<file path="src/design/trl_pkg.sv">
package trl_pkg;

  localparam int unsigned TRL_QUEUE_DEPTH = 2;
  localparam int unsigned TRL_MAX_OUT     = 4;

  // held Latin letter waiting for its follower
  typedef enum logic [3:0] {
    PK_NONE,
    PK_Z,
    PK_K,
    PK_T,
    PK_C,
    PK_S,
    PK_SH,
    PK_SHC,
    PK_Y,
    PK_X
  } pend_e;

  typedef struct packed {
    pend_e kind;
    logic  upper;
    logic  c_upper;
    logic  at_start;
  } state_t;

  typedef struct packed {
    logic [TRL_MAX_OUT-1:0][15:0] ch;
    logic [2:0]                   cnt;
  } obuf_t;

  // one queue entry: all output units of one input beat
  typedef struct packed {
    obuf_t b;
    logic  last;
  } bundle_t;

  typedef struct packed {
    state_t s;
    obuf_t  b;
    logic   used;
  } res_t;

  // ASCII code units
  localparam logic [15:0] CH_NUL   = 16'h0000;
  localparam logic [15:0] CH_SPACE = 16'h0020;
  localparam logic [15:0] CH_DOT   = 16'h002E;
  localparam logic [15:0] UC_A     = 16'h0041;
  localparam logic [15:0] UC_C     = 16'h0043;
  localparam logic [15:0] UC_Z     = 16'h005A;
  localparam logic [15:0] LC_A     = 16'h0061;
  localparam logic [15:0] LC_C     = 16'h0063;
  localparam logic [15:0] LC_E     = 16'h0065;
  localparam logic [15:0] LC_H     = 16'h0068;
  localparam logic [15:0] LC_I     = 16'h0069;
  localparam logic [15:0] LC_O     = 16'h006F;
  localparam logic [15:0] LC_S     = 16'h0073;
  localparam logic [15:0] LC_U     = 16'h0075;
  localparam logic [15:0] LC_Z     = 16'h007A;
  localparam logic [15:0] CASE_OFS = 16'h0020;

  // Cyrillic code units, uppercase apart from the _L lowercase entries
  localparam logic [15:0] CY_A    = 16'h0410;
  localparam logic [15:0] CY_BE   = 16'h0411;
  localparam logic [15:0] CY_VE   = 16'h0412;
  localparam logic [15:0] CY_GHE  = 16'h0413;
  localparam logic [15:0] CY_DE   = 16'h0414;
  localparam logic [15:0] CY_IE   = 16'h0415;
  localparam logic [15:0] CY_ZHE  = 16'h0416;
  localparam logic [15:0] CY_ZE   = 16'h0417;
  localparam logic [15:0] CY_I    = 16'h0418;
  localparam logic [15:0] CY_SI   = 16'h0419;
  localparam logic [15:0] CY_KA   = 16'h041A;
  localparam logic [15:0] CY_EL   = 16'h041B;
  localparam logic [15:0] CY_EM   = 16'h041C;
  localparam logic [15:0] CY_EN   = 16'h041D;
  localparam logic [15:0] CY_O    = 16'h041E;
  localparam logic [15:0] CY_PE   = 16'h041F;
  localparam logic [15:0] CY_ER   = 16'h0420;
  localparam logic [15:0] CY_ES   = 16'h0421;
  localparam logic [15:0] CY_TE   = 16'h0422;
  localparam logic [15:0] CY_U    = 16'h0423;
  localparam logic [15:0] CY_EF   = 16'h0424;
  localparam logic [15:0] CY_HA   = 16'h0425;
  localparam logic [15:0] CY_TSE  = 16'h0426;
  localparam logic [15:0] CY_CHE  = 16'h0427;
  localparam logic [15:0] CY_SHA  = 16'h0428;
  localparam logic [15:0] CY_SHCH = 16'h0429;
  localparam logic [15:0] CY_YERU = 16'h042B;
  localparam logic [15:0] CY_SOFT = 16'h042C;
  localparam logic [15:0] CY_EREV = 16'h042D;
  localparam logic [15:0] CY_YU   = 16'h042E;
  localparam logic [15:0] CY_YA   = 16'h042F;
  localparam logic [15:0] CY_YO   = 16'h0401;
  localparam logic [15:0] CY_YO_L = 16'h0451;
  localparam logic [15:0] CY_KA_L = 16'h043A;
  localparam logic [15:0] CY_ES_L = 16'h0441;

  function automatic obuf_t put(obuf_t b, logic [15:0] c);
    obuf_t r;
    r = b;
    if (r.cnt < 3'(TRL_MAX_OUT)) begin
      r.ch[r.cnt[1:0]] = c;
      r.cnt = r.cnt + 3'd1;
    end
    return r;
  endfunction

  function automatic logic [15:0] cy(logic [15:0] code, logic up);
    logic [15:0] r;
    if (up) r = code;
    else if (code == CY_YO) r = CY_YO_L;
    else r = code + CASE_OFS;
    return r;
  endfunction

  function automatic logic [15:0] fold(logic [15:0] c);
    return (c >= UC_A && c <= UC_Z) ? c + CASE_OFS : c;
  endfunction

  // complete the held letter against follower f
  function automatic res_t resolve(state_t s, obuf_t b, logic [15:0] f);
    res_t        r;
    logic [15:0] fl;
    logic        up;
    fl = fold(f);
    up = s.upper;
    r.s = s;
    r.s.kind = PK_NONE;
    r.s.upper = 1'b0;
    r.b = b;
    r.used = 1'b0;
    case (s.kind)
      PK_Z: begin
        r.used = (fl == LC_H);
        r.b = put(r.b, cy(r.used ? CY_ZHE : CY_ZE, up));
      end
      PK_K: begin
        r.used = (fl == LC_H);
        r.b = put(r.b, cy(r.used ? CY_HA : CY_KA, up));
      end
      PK_C: begin
        r.used = (fl == LC_H);
        r.b = put(r.b, cy(r.used ? CY_CHE : CY_KA, up));
      end
      PK_T: begin
        r.used = (fl == LC_S);
        r.b = put(r.b, cy(r.used ? CY_TSE : CY_TE, up));
      end
      PK_S: begin
        if (fl == LC_H) begin
          r.s.kind = PK_SH;
          r.s.upper = up;
          r.used = 1'b1;
        end else begin
          r.b = put(r.b, cy(CY_ES, up));
        end
      end
      PK_SH: begin
        if (fl == LC_C) begin
          r.s.kind = PK_SHC;
          r.s.upper = up;
          r.s.c_upper = (f == UC_C);
          r.used = 1'b1;
        end else begin
          r.b = put(r.b, cy(CY_SHA, up));
        end
      end
      PK_SHC: begin
        if (fl == LC_H) begin
          r.b = put(r.b, cy(CY_SHCH, up));
          r.used = 1'b1;
        end else begin
          // broken shch: Sha then K in the case of the c
          r.b = put(r.b, cy(CY_SHA, up));
          r.b = put(r.b, cy(CY_KA, s.c_upper));
        end
      end
      PK_Y: begin
        if (fl == LC_E) begin
          r.b = put(r.b, cy(CY_IE, up));
          r.used = 1'b1;
        end else if (fl == LC_O) begin
          r.b = put(r.b, cy(CY_YO, up));
          r.used = 1'b1;
        end else if (fl == LC_U) begin
          r.b = put(r.b, cy(CY_YU, up));
          r.used = 1'b1;
        end else if (fl == LC_A) begin
          r.b = put(r.b, cy(CY_YA, up));
          r.used = 1'b1;
        end else if (fl == LC_I) begin
          r.b = put(r.b, cy(CY_SOFT, up));
        end else if (f == CH_NUL || f == CH_SPACE || f == CH_DOT) begin
          r.b = put(r.b, cy(CY_I, up));
          r.b = put(r.b, cy(CY_SI, up));
        end else begin
          r.b = put(r.b, cy(CY_YERU, up));
        end
      end
      PK_X: begin
        r.b = put(r.b, CY_KA);
        r.b = put(r.b, (f >= LC_A && f <= LC_Z) ? CY_ES_L : CY_ES);
      end
      default: ;
    endcase
    return r;
  endfunction

  // code unit with nothing held
  function automatic res_t fresh(state_t s, obuf_t b, logic [15:0] ch);
    res_t        r;
    logic        up;
    logic [15:0] lc;
    up = (ch >= UC_A && ch <= UC_Z);
    lc = fold(ch);
    r.s = s;
    r.b = b;
    r.used = 1'b1;
    case (lc)
      16'h0061: r.b = put(r.b, cy(CY_A, up));   // a
      16'h0062: r.b = put(r.b, cy(CY_BE, up));  // b
      16'h0076: r.b = put(r.b, cy(CY_VE, up));  // v
      16'h0067: r.b = put(r.b, cy(CY_GHE, up)); // g
      16'h0064: r.b = put(r.b, cy(CY_DE, up));  // d
      16'h0065: r.b = put(r.b, cy(s.at_start ? CY_EREV : CY_IE, up));
      16'h0069: r.b = put(r.b, cy(CY_I, up));   // i
      16'h006C: r.b = put(r.b, cy(CY_EL, up));  // l
      16'h006D: r.b = put(r.b, cy(CY_EM, up));  // m
      16'h006E: r.b = put(r.b, cy(CY_EN, up));  // n
      16'h006F: r.b = put(r.b, cy(CY_O, up));   // o
      16'h0070: r.b = put(r.b, cy(CY_PE, up));  // p
      16'h0072: r.b = put(r.b, cy(CY_ER, up));  // r
      16'h0075: r.b = put(r.b, cy(CY_U, up));   // u
      16'h0066: r.b = put(r.b, cy(CY_EF, up));  // f
      16'h007A: begin r.s.kind = PK_Z; r.s.upper = up; end
      16'h006B: begin r.s.kind = PK_K; r.s.upper = up; end
      16'h0074: begin r.s.kind = PK_T; r.s.upper = up; end
      16'h0063: begin r.s.kind = PK_C; r.s.upper = up; end
      16'h0073: begin r.s.kind = PK_S; r.s.upper = up; end
      16'h0079: begin r.s.kind = PK_Y; r.s.upper = up; end
      16'h0078: begin
        if (up) begin
          r.s.kind = PK_X;
          r.s.upper = 1'b1;
        end else begin
          r.b = put(r.b, CY_KA_L);
          r.b = put(r.b, CY_ES_L);
        end
      end
      default: r.b = put(r.b, ch);
    endcase
    return r;
  endfunction

  // whole step for one input beat
  function automatic res_t step(state_t s, logic [15:0] ch, logic last);
    res_t r;
    r.s = s;
    r.b = '0;
    r.used = 1'b0;
    if (r.s.kind != PK_NONE) r = resolve(r.s, r.b, ch);
    if (!r.used) r = fresh(r.s, r.b, ch);
    if (last) begin
      if (r.s.kind != PK_NONE) r = resolve(r.s, r.b, CH_NUL);
      if (r.s.kind != PK_NONE) r = resolve(r.s, r.b, CH_NUL);
      r.s.at_start = 1'b1;
    end else begin
      r.s.at_start = 1'b0;
    end
    return r;
  endfunction

endpackage

</file>
<file path="src/design/trl_in_if.sv">
interface trl_in_if;
  logic        valid;
  logic        ready;
  logic [15:0] in_char;
  logic        string_last;

  modport source (output valid, output in_char, output string_last, input ready);
  modport sink (input valid, input in_char, input string_last, output ready);
endinterface

</file>
<file path="src/design/trl_out_if.sv">
interface trl_out_if;
  logic        valid;
  logic        ready;
  logic [15:0] out_char;
  logic        run_last;
  logic        string_end;

  modport source (output valid, output out_char, output run_last, output string_end,
                  input ready);
  modport sink (input valid, input out_char, input run_last, input string_end,
                output ready);
endinterface

</file>
<file path="src/design/trl_front.sv">
module trl_front
  import trl_pkg::*;
(
  input  logic        clk_i,
  input  logic        rst_ni,
  input  logic        in_valid_i,
  input  logic [15:0] in_char_i,
  input  logic        string_last_i,
  output logic        in_ready_o,
  input  logic        full_i,
  output logic        push_o,
  output bundle_t     bundle_o
);

  state_t state_q, state_d;
  res_t   res;
  logic   accept;

  assign in_ready_o = !full_i;
  assign accept     = in_valid_i && !full_i;

  always_comb begin
    res = step(state_q, in_char_i, string_last_i);
    state_d = accept ? res.s : state_q;
  end

  // beats that only park a letter produce no queue entry
  assign push_o        = accept && (res.b.cnt != 3'd0);
  assign bundle_o.b    = res.b;
  assign bundle_o.last = string_last_i;

  always_ff @(posedge clk_i or negedge rst_ni) begin
    if (!rst_ni) begin
      state_q <= '{kind: PK_NONE, upper: 1'b0, c_upper: 1'b0, at_start: 1'b1};
    end else begin
      state_q <= state_d;
    end
  end

  a_flush_clears: assert property (@(posedge clk_i) disable iff (!rst_ni)
    (accept && string_last_i) |=> (state_q.kind == PK_NONE && state_q.at_start))
    else $error("string end left a letter held");

endmodule

</file>
<file path="src/design/trl_fifo.sv">
module trl_fifo
  import trl_pkg::*;
#(
  parameter int unsigned Depth = TRL_QUEUE_DEPTH
) (
  input  logic    clk_i,
  input  logic    rst_ni,
  input  logic    push_i,
  input  bundle_t data_i,
  output logic    full_o,
  input  logic    pop_i,
  output bundle_t data_o,
  output logic    empty_o
);

  localparam int unsigned PtrW = (Depth > 1) ? $clog2(Depth) : 1;
  localparam int unsigned CntW = $clog2(Depth + 1);

  bundle_t         mem_q [Depth];
  logic [PtrW-1:0] wr_ptr_q, wr_ptr_d, rd_ptr_q, rd_ptr_d;
  logic [CntW-1:0] count_q, count_d;

  assign full_o  = (count_q == CntW'(Depth));
  assign empty_o = (count_q == '0);
  assign data_o  = mem_q[rd_ptr_q];

  always_comb begin
    wr_ptr_d = wr_ptr_q;
    rd_ptr_d = rd_ptr_q;
    count_d  = count_q;
    if (push_i) begin
      wr_ptr_d = (wr_ptr_q == PtrW'(Depth - 1)) ? '0 : wr_ptr_q + 1'b1;
    end
    if (pop_i) begin
      rd_ptr_d = (rd_ptr_q == PtrW'(Depth - 1)) ? '0 : rd_ptr_q + 1'b1;
    end
    if (push_i && !pop_i) count_d = count_q + 1'b1;
    else if (pop_i && !push_i) count_d = count_q - 1'b1;
  end

  always_ff @(posedge clk_i or negedge rst_ni) begin
    if (!rst_ni) begin
      wr_ptr_q <= '0;
      rd_ptr_q <= '0;
      count_q  <= '0;
    end else begin
      wr_ptr_q <= wr_ptr_d;
      rd_ptr_q <= rd_ptr_d;
      count_q  <= count_d;
    end
  end

  always_ff @(posedge clk_i) begin
    if (push_i) mem_q[wr_ptr_q] <= data_i;
  end

  a_no_overflow: assert property (@(posedge clk_i) disable iff (!rst_ni)
    !(push_i && full_o))
    else $error("push into full queue");

  a_no_underflow: assert property (@(posedge clk_i) disable iff (!rst_ni)
    !(pop_i && empty_o))
    else $error("pop from empty queue");

  a_count_bound: assert property (@(posedge clk_i) disable iff (!rst_ni)
    count_q <= CntW'(Depth))
    else $error("queue count out of range");

endmodule

</file>
<file path="src/design/trl_back.sv">
module trl_back
  import trl_pkg::*;
(
  input  logic        clk_i,
  input  logic        rst_ni,
  input  bundle_t     bundle_i,
  input  logic        empty_i,
  output logic        pop_o,
  output logic        out_valid_o,
  input  logic        out_ready_i,
  output logic [15:0] out_char_o,
  output logic        run_last_o,
  output logic        string_end_o
);

  logic [1:0]  idx_q, idx_d;
  logic        valid_q, valid_d;
  logic [15:0] char_q;
  logic        run_last_q, string_end_q;
  logic        load, is_last;

  // output register takes a new beat when empty or being drained
  assign load    = !empty_i && (!valid_q || out_ready_i);
  assign is_last = ({1'b0, idx_q} + 3'd1 == bundle_i.b.cnt);
  assign pop_o   = load && is_last;

  always_comb begin
    idx_d   = idx_q;
    valid_d = valid_q;
    if (load) begin
      idx_d   = is_last ? 2'd0 : idx_q + 2'd1;
      valid_d = 1'b1;
    end else if (out_ready_i) begin
      valid_d = 1'b0;
    end
  end

  always_ff @(posedge clk_i or negedge rst_ni) begin
    if (!rst_ni) begin
      idx_q   <= '0;
      valid_q <= 1'b0;
    end else begin
      idx_q   <= idx_d;
      valid_q <= valid_d;
    end
  end

  always_ff @(posedge clk_i) begin
    if (load) begin
      char_q       <= bundle_i.b.ch[idx_q];
      run_last_q   <= is_last;
      string_end_q <= is_last && bundle_i.last;
    end
  end

  assign out_valid_o  = valid_q;
  assign out_char_o   = char_q;
  assign run_last_o   = run_last_q;
  assign string_end_o = string_end_q;

  a_end_is_run_last: assert property (@(posedge clk_i) disable iff (!rst_ni)
    (valid_q && string_end_q) |-> run_last_q)
    else $error("string end on a beat that is not last of its run");

  a_idx_in_entry: assert property (@(posedge clk_i) disable iff (!rst_ni)
    !empty_i |-> ({1'b0, idx_q} < bundle_i.b.cnt))
    else $error("serializer index past entry count");

endmodule

</file>
<file path="src/design/latin_to_cyrillic_translit.sv">
// Latin to Cyrillic transliterator, one UTF-16 code unit per input beat.
// The results of an input beat are registered in the entry queue, then in the output register.
// Throughput: one result beat per cycle out of the serializer while the output is ready; an
// input beat yields 0..4 results, and one input is taken per cycle while the queue is not full.
// The front stalls only when the entry queue (QueueDepth entries) is full.
// Reset (async, active low) drops any held letter, marks string start, empties the queue.
module latin_to_cyrillic_translit
  import trl_pkg::*;
#(
  parameter int unsigned QueueDepth = TRL_QUEUE_DEPTH
) (
  input  logic clk_i,
  input  logic rst_ni,
  trl_in_if.sink    in_i,
  trl_out_if.source out_o
);

  bundle_t push_data, head_data;
  logic    push, pop, full, empty;

  trl_front u_front (
    .clk_i         (clk_i),
    .rst_ni        (rst_ni),
    .in_valid_i    (in_i.valid),
    .in_char_i     (in_i.in_char),
    .string_last_i (in_i.string_last),
    .in_ready_o    (in_i.ready),
    .full_i        (full),
    .push_o        (push),
    .bundle_o      (push_data)
  );

  trl_fifo #(
    .Depth (QueueDepth)
  ) u_fifo (
    .clk_i   (clk_i),
    .rst_ni  (rst_ni),
    .push_i  (push),
    .data_i  (push_data),
    .full_o  (full),
    .pop_i   (pop),
    .data_o  (head_data),
    .empty_o (empty)
  );

  trl_back u_back (
    .clk_i        (clk_i),
    .rst_ni       (rst_ni),
    .bundle_i     (head_data),
    .empty_i      (empty),
    .pop_o        (pop),
    .out_valid_o  (out_o.valid),
    .out_ready_i  (out_o.ready),
    .out_char_o   (out_o.out_char),
    .run_last_o   (out_o.run_last),
    .string_end_o (out_o.string_end)
  );

endmodule
</file>
<file path="src/flat_wrapper.sv">
// flat-port wrapper written by rule: the top's interface ports become plain ports
module latin_to_cyrillic_translit_flat import trl_pkg::*;
#(
  parameter int unsigned QueueDepth = TRL_QUEUE_DEPTH
)
  (clk_i, rst_ni, in_i_valid, in_i_in_char, in_i_string_last, in_i_ready, out_o_valid, out_o_out_char, out_o_run_last, out_o_string_end, out_o_ready);
  trl_in_if in_i_i ();
  trl_out_if out_o_i ();
  input  logic clk_i;
  input  logic rst_ni;
  input wire logic [$bits(in_i_i.valid)-1:0] in_i_valid;
  input wire logic [$bits(in_i_i.in_char)-1:0] in_i_in_char;
  input wire logic [$bits(in_i_i.string_last)-1:0] in_i_string_last;
  output wire logic [$bits(in_i_i.ready)-1:0] in_i_ready;
  output wire logic [$bits(out_o_i.valid)-1:0] out_o_valid;
  output wire logic [$bits(out_o_i.out_char)-1:0] out_o_out_char;
  output wire logic [$bits(out_o_i.run_last)-1:0] out_o_run_last;
  output wire logic [$bits(out_o_i.string_end)-1:0] out_o_string_end;
  input wire logic [$bits(out_o_i.ready)-1:0] out_o_ready;
  assign in_i_i.valid = in_i_valid;
  assign in_i_i.in_char = in_i_in_char;
  assign in_i_i.string_last = in_i_string_last;
  assign in_i_ready = in_i_i.ready;
  assign out_o_valid = out_o_i.valid;
  assign out_o_out_char = out_o_i.out_char;
  assign out_o_run_last = out_o_i.run_last;
  assign out_o_string_end = out_o_i.string_end;
  assign out_o_i.ready = out_o_ready;
  latin_to_cyrillic_translit #(.QueueDepth(QueueDepth)) u_core (.clk_i(clk_i), .rst_ni(rst_ni), .in_i(in_i_i), .out_o(out_o_i));
endmodule
</file>
<file path="config.mk">
export PLATFORM = sky130hd
export DESIGN_NAME = latin_to_cyrillic_translit_flat
export DESIGN_NICKNAME = d
export VERILOG_FILES = /design/src/design/trl_pkg.sv /design/src/design/trl_in_if.sv /design/src/design/trl_out_if.sv /design/src/design/trl_front.sv /design/src/design/trl_fifo.sv /design/src/design/trl_back.sv /design/src/design/latin_to_cyrillic_translit.sv /design/src/flat_wrapper.sv
export SDC_FILE = /design/constraint.sdc
export NUM_CORES = 1
export LEC_CHECK = 0
export ABC_AREA = 0
export ABC_CLOCK_PERIOD_IN_PS = 22000
export BUFFER_PORTS_ARGS = -buffer_cell sky130_fd_sc_hd__buf_2
export CAP_MARGIN = 20
export CORE_ASPECT_RATIO = 1.5
export CORE_MARGIN = 3
export CORE_UTILIZATION = 50
export CTS_CLUSTER_SIZE = 14
export DETAILED_ROUTE_END_ITERATION = 6
export GPL_TIMING_DRIVEN = 0
export PLACE_DENSITY = 0.64
export SYNTH_ARGS = -nofsm -noshare
export SYNTH_HDL_FRONTEND = slang
export SYNTH_SLANG_ARGS = --single-unit
</file>
<file path="constraint.sdc">
create_clock -name clk_i -period 22 [get_ports clk_i]
set_input_delay 3.3 -clock clk_i [delete_from_list [all_inputs] [get_ports clk_i]]
set_output_delay 3.3 -clock clk_i [all_outputs]
set_load 0.02 [all_outputs]
</file>
==> run metrics, run 1 <==
outcome=finished clean; ys flop type=edfxtp_1; # diodes=0; post-synthesis cell type count=96; Ports=between 40 and 50; Antenna Violating Nets Remaining=0; Port Buf Inserts=39; worst slew pin tran=~1400 ps; Die H=191 um; Slew Viols, Final=0; DR WL/cell=around 30 um; starting density of the core=51.5%; initial antenna violation count=0; DRT iter0 DRCs=approximately 960; Cell Count, Final, Fillers Out=1472; Synth area leaders=edfxtp_1 (41%), mux4_2 (6.3%), o21ai_0 (4.1%), nand2_1 (3.9%), a21oi_1 (3.5%); Clock Root Buffer=clkbuf_16; P&R area growth vs syn=10.6%; Max Freq=94.8 MHz; Tcrit/Tclk final=between 40 and 50%; clock latency on the worst-skew pair=approximately 430 ps; GRT Total Usage=a little over a third; top cell type's share of synthesized area=40.7%; most frequent CP cell=ha_1; vias in the first global route=~10k; post-synthesis sequential area ratio=between 40% and 50%; Final Util=about 57%; Setup-failing EPs final=0; detailed-route wire length=about 44000 um; Min-Delay Path Class=reg2reg; Ys Warns=0; RSZ-0062 raised after global routing=false; Worst Setup End Kind=flop; CTS tree=built; Final Critical Period=10550 ps; hold violation total from the final report=0; top-count cell post-synth=edfxtp_1; cells after synthesis=around 1.1k; via count=slightly above 10k; first-pass GRT wire length=64400 um; net count after synthesis=approximately 1.2k; DIE WIDTH=roughly 130 um; Sink Count=between 150 and 200; syn avg cell area=a little over 10 um^2; Pre-Repair DR Iteration Count=6; Max VDD drop=0.0000522 V; Bufs on Longest Clock Path=2; Mapped Area=11400 um^2; RD Place Congestion=1.06; power per cell area=87.6 nW/um^2; Post-synth top cells=edfxtp_1 (154), nand2_1 (118), o21ai_0 (92), a21oi_1 (80), nor2_1 (72); largest net degree at the start of global routing=50; Fillers=between 1.5k and 2k; Worst Skew=between 8 and 9 ps; Final TNS setup=0 ps; DR vias/cell=~7; Worst-path clk slew=~70 ps; crit path kind=in2reg; Leakage=around 0.0044 uW; fin nets=1234; arrival time at the worst endpoint=10670 ps; max cap viols=0; Data required, critical path=22120 ps; post-CTS setup buffers=0; post-synth top area cell=edfxtp_1; Synth Register Bits=168; CP Launch Type=primary input; Worst path slowest cell=nor2b_4; Slowest Stage Delay on Critical Path=a little under 500 ps; CTS Hold Bufs=0; EDFF count, synth=154; maximum fanout along the worst path=30; Post-synth ARST share=8.33%; Row Count=66; die footprint=between 20000 and 25000 um^2; Placed Cells incl. Taps=around 1.4k; share of cells above drive strength 1=15.3%; cts bufs inserted=17; DRC errors left=0; H-tree depth=4; Slew HR=8.20%; DP Wirelength=roughly 33000 um; Placeable Area=22000 um^2; grt ovf=0; Resized cells post-CTS=0
## metal layers
metal,up-vias,routed length (um),GRT usage (%)
met3,211,2420,4.43
met1,4972,15000,38.7
met2,611,22200,62.6
li1,4491,-,-
met5,-,0,0
met4,0,4210,28.2
## where the power goes
group / switching (uW) / internal (uW) / leakage (uW)
Clock: 127 / 159 / 0.000285
Sequential: 24.7 / 452 / 0.00164
Combinational: 193 / 144 / 0.00252
## cell families after synthesis
family          count (synthesis)  synth area share (%)
xor+xnor                       13                  1.00
mux                            61                  9.09
simple gates                  378                  17.1
buf+inv                       100                  3.71
flops                         168                  43.8
compound gates                378                  22.4
fa+ha+maj                      26                  2.86
## worst paths after layout
path	from	cells past startpoint	end	slack [ps]
setup / recovery	in_i_in_char[5]	29	u_core.u_fifo.mem_q[0][36]	11450
hold / removal	u_core.u_back.out_valid_o	2	u_core.u_back.out_valid_o	500
setup reg to reg	u_core.u_front.state_q[4]	25	u_core.u_fifo.mem_q[0][36]	14570
hold reg to reg	u_core.u_back.out_valid_o	2	u_core.u_back.out_valid_o	500
max in group asynchronous	rst_ni	1	u_core.u_front.state_q[0]	18940
min in group asynchronous	rst_ni	1	u_core.u_front.state_q[5]	2760
## through the flow
stage | power (uW) | area (um^2) | setup WS (ps) | hold slack, ps
after floorplan | 714 | 11400 | 10640 | 455
after global placement | 806 | 11900 | 7370 | 468
after detailed placement | 817 | 12000 | 11230 | 497
after CTS | 1110 | 12500 | 11650 | 512
after global routing | 1150 | 12600 | 11090 | 561
final | 1100 | 12600 | 11450 | 503
## layout by cell type, fill, tap and decap left out, types with 18 or more instances in the layout
cell,synthesis,final
nand2_1,118,118
o21ai_0,92,92
mux4_2,32,32
nand3_1,27,27
a21oi_1,80,80
clkbuf_1,50,51
o22ai_1,19,19
nor3_1,22,22
nor2_1,72,72
buf_2,13,53
inv_1,21,21
o31ai_1,18,18
edfxtp_1,154,154
and2_1,33,32
o211ai_1,19,19
ha_1,26,26
## flip-flops by register name, indices dropped and copies added (netlist names)
name	count
u_core.u_fifo.count_q	2
u_core.u_fifo.rd_ptr_q	1
u_core.u_front.state_q	7
u_core.u_back.run_last_o	1
u_core.u_fifo.wr_ptr_q	1
u_core.u_back.string_end_o	1
u_core.u_back.idx_q	2
u_core.u_fifo.mem_q	136
u_core.u_back.out_char_o	16
u_core.u_back.out_valid_o	1
## cell type report
cell class | instances | area (um^2) | area share [%]
plain buffers | 76 | 332 | 2.64
clock buffers | 18 | 429 | 3.42
clock inverters | 14 | 140 | 1.12
inverters | 24 | 90.1 | 0.717
multi-input cells | 856 | 5970 | 47.5
flip-flops and latches | 168 | 4980 | 39.6
well taps | 272 | 340 | 2.71
repair buffers | 44 | 283 | 2.25
## worst max-delay path: cells and delay by family
kind	cells	cell delay, ps
AOI/OAI and AO/OA	11	3070
buffers and inverters	9	1810
adders and majority gates	4	1160
and+or+nand+nor	4	970
muxes	1	300
No activity file was read; power rests on OpenSTA's default activity.
==> run 2, diff against run 1 <==
--- a/config.mk
+++ b/config.mk
@@ -5,8 +5,8 @@
 export SDC_FILE = /design/constraint.sdc
 export NUM_CORES = 1
 export LEC_CHECK = 0
-export ABC_AREA = 0
-export ABC_CLOCK_PERIOD_IN_PS = 22000
+export ABC_AREA = 1
+export ABC_CLOCK_PERIOD_IN_PS = 8900
 export BUFFER_PORTS_ARGS = -buffer_cell sky130_fd_sc_hd__buf_2
 export CAP_MARGIN = 20
 export CORE_ASPECT_RATIO = 1.5
@@ -15,7 +15,7 @@
 export CTS_CLUSTER_SIZE = 14
 export DETAILED_ROUTE_END_ITERATION = 6
 export GPL_TIMING_DRIVEN = 0
-export PLACE_DENSITY = 0.64
+export PLACE_DENSITY = 0.66
 export SYNTH_ARGS = -nofsm -noshare
 export SYNTH_HDL_FRONTEND = slang
 export SYNTH_SLANG_ARGS = --single-unit
==> constraint.sdc (replaced) <==
create_clock -name clk_i -period 8.9 [get_ports clk_i]
set_input_delay 1.335 -clock clk_i [delete_from_list [all_inputs] [get_ports clk_i]]
set_output_delay 1.335 -clock clk_i [all_outputs]
set_load 0.02 [all_outputs]
==> run 2 against run 1 <==
Clock power grew to 2.5 times the previous value. Flip-flop and latch count unchanged. Power rose to 2.7 times the previous value. Largest power group unchanged. Highest routed layer unchanged.
==> run metrics, run 2 <==
CP Launch Type=primary input (unchanged); worst hold slack=489 ps (was 503 ps); starting density of the core=51.5% (about the same); adder-cell share of the synthesized area=2.79% (was 2.86%); Row Count=67 (was 66); Post-synth ARST share=8.33% (unchanged); gr busiest metal=met2 (unchanged); total power=2920 uW (was 1100 uW); ys flop type=edfxtp_1 (unchanged); Final Critical Period=approximately 8300 ps; DIE WIDTH=131 um (was 129 um); Ports=41 (unchanged); Internal=1820 uW (was 756 uW); Mapped Area=11700 um^2 (was 11400 um^2); crit path kind=in2reg (unchanged); CTS tree=built (unchanged); Resized cells post-CTS=0 (unchanged); RD Place Congestion=1.09 (was 1.06); M2 GR Usage=65.9% (was 62.6%); post-CTS setup buffers=0 (unchanged); initial antenna violation count=0 (unchanged); HP Start=u_core.u_fifo.wr_ptr_q (was u_core.u_back.out_valid_o); Pre-Repair DR Iteration Count=6 (unchanged); Placement Setup Slack=353 ps (was 11230 ps); arrival time at the worst endpoint=8380 ps (was 10670 ps); Clock Root Buffer=clkbuf_16 (unchanged); H-tree depth=4 (unchanged); cells after synthesis=1500 (was 1124); Fillers=2129 (was 1951); NetSw=1100 uW (was 345 uW); Sink Count=168 (unchanged); net count after synthesis=1547 (was 1171); final setup margin=575 ps (was 11450 ps); Placed Cells incl. Taps=1817 (was 1438); Crit path max-delay family=buffers and inverters (was compound AO/OA/AOI/OAI gates); die footprint=25200 um^2 (was 24600 um^2); Post-synth top cells=nand2_1 (265), nor2_1 (245), inv_1 (184), edfxtp_1 (154), o21ai_0 (147) (was edfxtp_1 (154), nand2_1 (118), o21ai_0 (92), a21oi_1 (80), nor2_1 (72)); RSZ-0062 raised after global routing=false (unchanged); hold violation total from the final report=0 (unchanged); Most flops, register=u_core.u_fifo.mem_q (unchanged); Antenna Violating Nets Remaining=0 (unchanged); DR vias/cell=6.26 (was 6.99); grt ovf=0 (unchanged); most frequent cells in the layout=nand2_1 (265), nor2_1 (244), inv_1 (183), edfxtp_1 (154), o21ai_0 (147) (was edfxtp_1 (154), nand2_1 (118), o21ai_0 (92), a21oi_1 (80), nor2_1 (72)); fin area=12800 um^2 (was 12600 um^2); most common cell after layout, fill and taps aside=nand2_1 (was edfxtp_1); Slew Viols, Final=0 (unchanged); DP Wirelength=36800 um (was 33300 um); power per cell area=228 nW/um^2 (was 87.6 nW/um^2); reg2reg path depth=30 (was 25); cts bufs inserted=17 (unchanged); clock latency on the worst-skew pair=430 ps (about the same); post-synthesis mux area share=0% (was 9.09%); outcome=finished clean (unchanged); combinational family with the most area after synthesis=simple AND/OR/NAND/NOR gates (was compound AO/OA/AOI/OAI gates); top-count cell post-synth=nand2_1 (was edfxtp_1); GRT met3 Usage=6.26% (was 4.43%); Logic pwr share=34.5% (was 30.6%); first-pass GRT wire length=68300 um (was 64400 um); Worst path slowest cell=inv_4 (was nor2b_4); vias in the first global route=11.4k (was 10.2k); GR Util met1=36.1% (was 38.7%); XOR/XNOR share of the synthesized area=0.591% (was 1.00%); P&R area growth vs syn=10.2% (was 10.6%); # diodes=0 (unchanged); max cap viols=0 (unchanged); detailed-route wire length=47400 um (was 43800 um); CTS Hold Bufs=0 (unchanged); syn avg cell area=7.77 um^2 (was 10.1 um^2); clock share of power=24.8% (was 26.1%); post-synth top area cell=edfxtp_1 (unchanged); via count=11.6k (was 10.3k); fin nets=1607 (was 1234); DR WL/cell=25.7 um (was 29.8 um); sequential power share=40.7% (was 43.3%); Synth Register Bits=168 (unchanged); Ys Warns=0 (unchanged); Setup-failing EPs final=0 (unchanged); Simple-Gate Fraction of Synth Area=28.6% (was 17.1%); Leakage=0.00568 uW (was 0.00445 uW); Critical path origin=in_i_in_char[7] (was in_i_in_char[5]); Min-Delay Path Class=reg2reg (unchanged); Worst Setup End Kind=flop (unchanged); Max VDD drop=0.000159 V (was 0.0000522 V); Bufs on Longest Clock Path=2 (unchanged); DRC errors left=0 (unchanged); DRT iter0 DRCs=1146 (was 963); max FFs per register=136 (unchanged); Worst-path clk slew=70 ps (about the same); Placeable Area=22600 um^2 (was 22000 um^2); complex-gate fraction of the synthesized area=16.9% (was 22.4%); EDFF count, synth=154 (unchanged); Cell Count, Final, Fillers Out=1849 (was 1472); worst slew pin tran=1130 ps (was 1360 ps); Sw Share=37.8% (was 31.3%); Port Buf Inserts=39 (unchanged); post-synthesis sequential area ratio=42.7% (was 43.8%); largest net degree at the start of global routing=69 (was 50); Synth area leaders=edfxtp_1 (40%), nand2_1 (8.5%), nor2_1 (7.9%), o21ai_0 (6.3%), inv_1 (5.9%) (was edfxtp_1 (41%), mux4_2 (6.3%), o21ai_0 (4.1%), nand2_1 (3.9%), a21oi_1 (3.5%)); Worst Skew=10.9 ps (was 8.59 ps); top cell type's share of synthesized area=39.7% (was 40.7%); reg2reg start=u_core.u_front.state_q[6] (was u_core.u_front.state_q[4]); share of cells above drive strength 1=11.6% (was 15.3%); GRT Total Usage=37.6% (was 35.9%); buffer and inverter count on the worst path=11 (was 9); Max Freq=~120 MHz; hold path depth=2 (unchanged); Tcrit/Tclk final=~94%; Slew HR=23.8% (was 8.20%); Post-DP Area=12200 um^2 (was 12000 um^2); Slowest Stage Delay on Critical Path=660 ps (was 490 ps); Die H=193 um (was 191 um); Data required, critical path=8950 ps (was 22120 ps); maximum fanout along the worst path=68 (was 30); post-synthesis cell type count=61 (was 96); Crit path depth=37 (was 29)
## run 2: cell types whose count changed after synthesis, sizes merged, moves of 18 or more
cell	previous run	this run
and2	35	0
nand2	119	302
mux4	32	0
a21oi	81	47
nand3	27	79
nor2b	18	0
inv	23	201
o21ai	107	159
nor2	74	270
## run 2: per-stage QoR
stage	util (%)	setup TNS (ps)
floorplan	-	0
global placement	53.9	-266400
detailed placement	54.1	0
CTS	56.7	0
global route	56.7	0
finish	56.7	0
## run 2: power by group through the flow
stage | sequential (uW) | combinational (uW) | clock [uW]
after CTS | 1190 | 986 | 726
final | 1190 | 1010 | 726
after global routing | 1200 | 1080 | 757
after detailed placement | 1200 | 976 | 0
after global placement | 1210 | 932 | 0
after floorplan | 1260 | 544 | 0
## run 2: cell families after synthesis
family / count (synthesis)
compound gates: 332
xor+xnor: 7
fa+ha+maj: 26
buf+inv: 256
flops: 168
simple gates: 711
## run 2: final cells by class
type                       count  area (um^2)  area share (%)
timing repair buffer          41          235            1.83
clock buffer                  25          548            4.27
multi-input combinational   1076         5700            44.4
inverter                     203          767            5.97
clock inverter                 7         47.5           0.370
sequential                   168         4980            38.8
buffer                        53          218            1.70
tap                          276          345            2.69
## run 2: worst paths after layout
check | endpoint | slack, ps
min in group asynchronous | u_core.u_front.state_q[4] | 790
max in group asynchronous | u_core.u_front.state_q[0] | 7810
worst max-delay path | u_core.u_fifo.mem_q[0][15] | 580
worst min-delay path | u_core.u_fifo.wr_ptr_q | 490
worst min register to register | u_core.u_fifo.wr_ptr_q | 490
worst max register to register | u_core.u_fifo.mem_q[0][15] | 2590
## run 2: worst min-delay path, stage by stage (launching register included)
cell and delay [ps]:
dfrtp_1 360, nand2_1 60, nand2_1 50
## run 2: metal layers
metal | routed length [um] | vias to the layer above | part of all wire (%)
li1 | - | 5237 | -
met1 | 15000 | 5399 | 32
met2 | 23600 | 700 | 50
met3 | 3230 | 230 | 6.8
met4 | 5600 | 0 | 12
met5 | 0 | - | 0
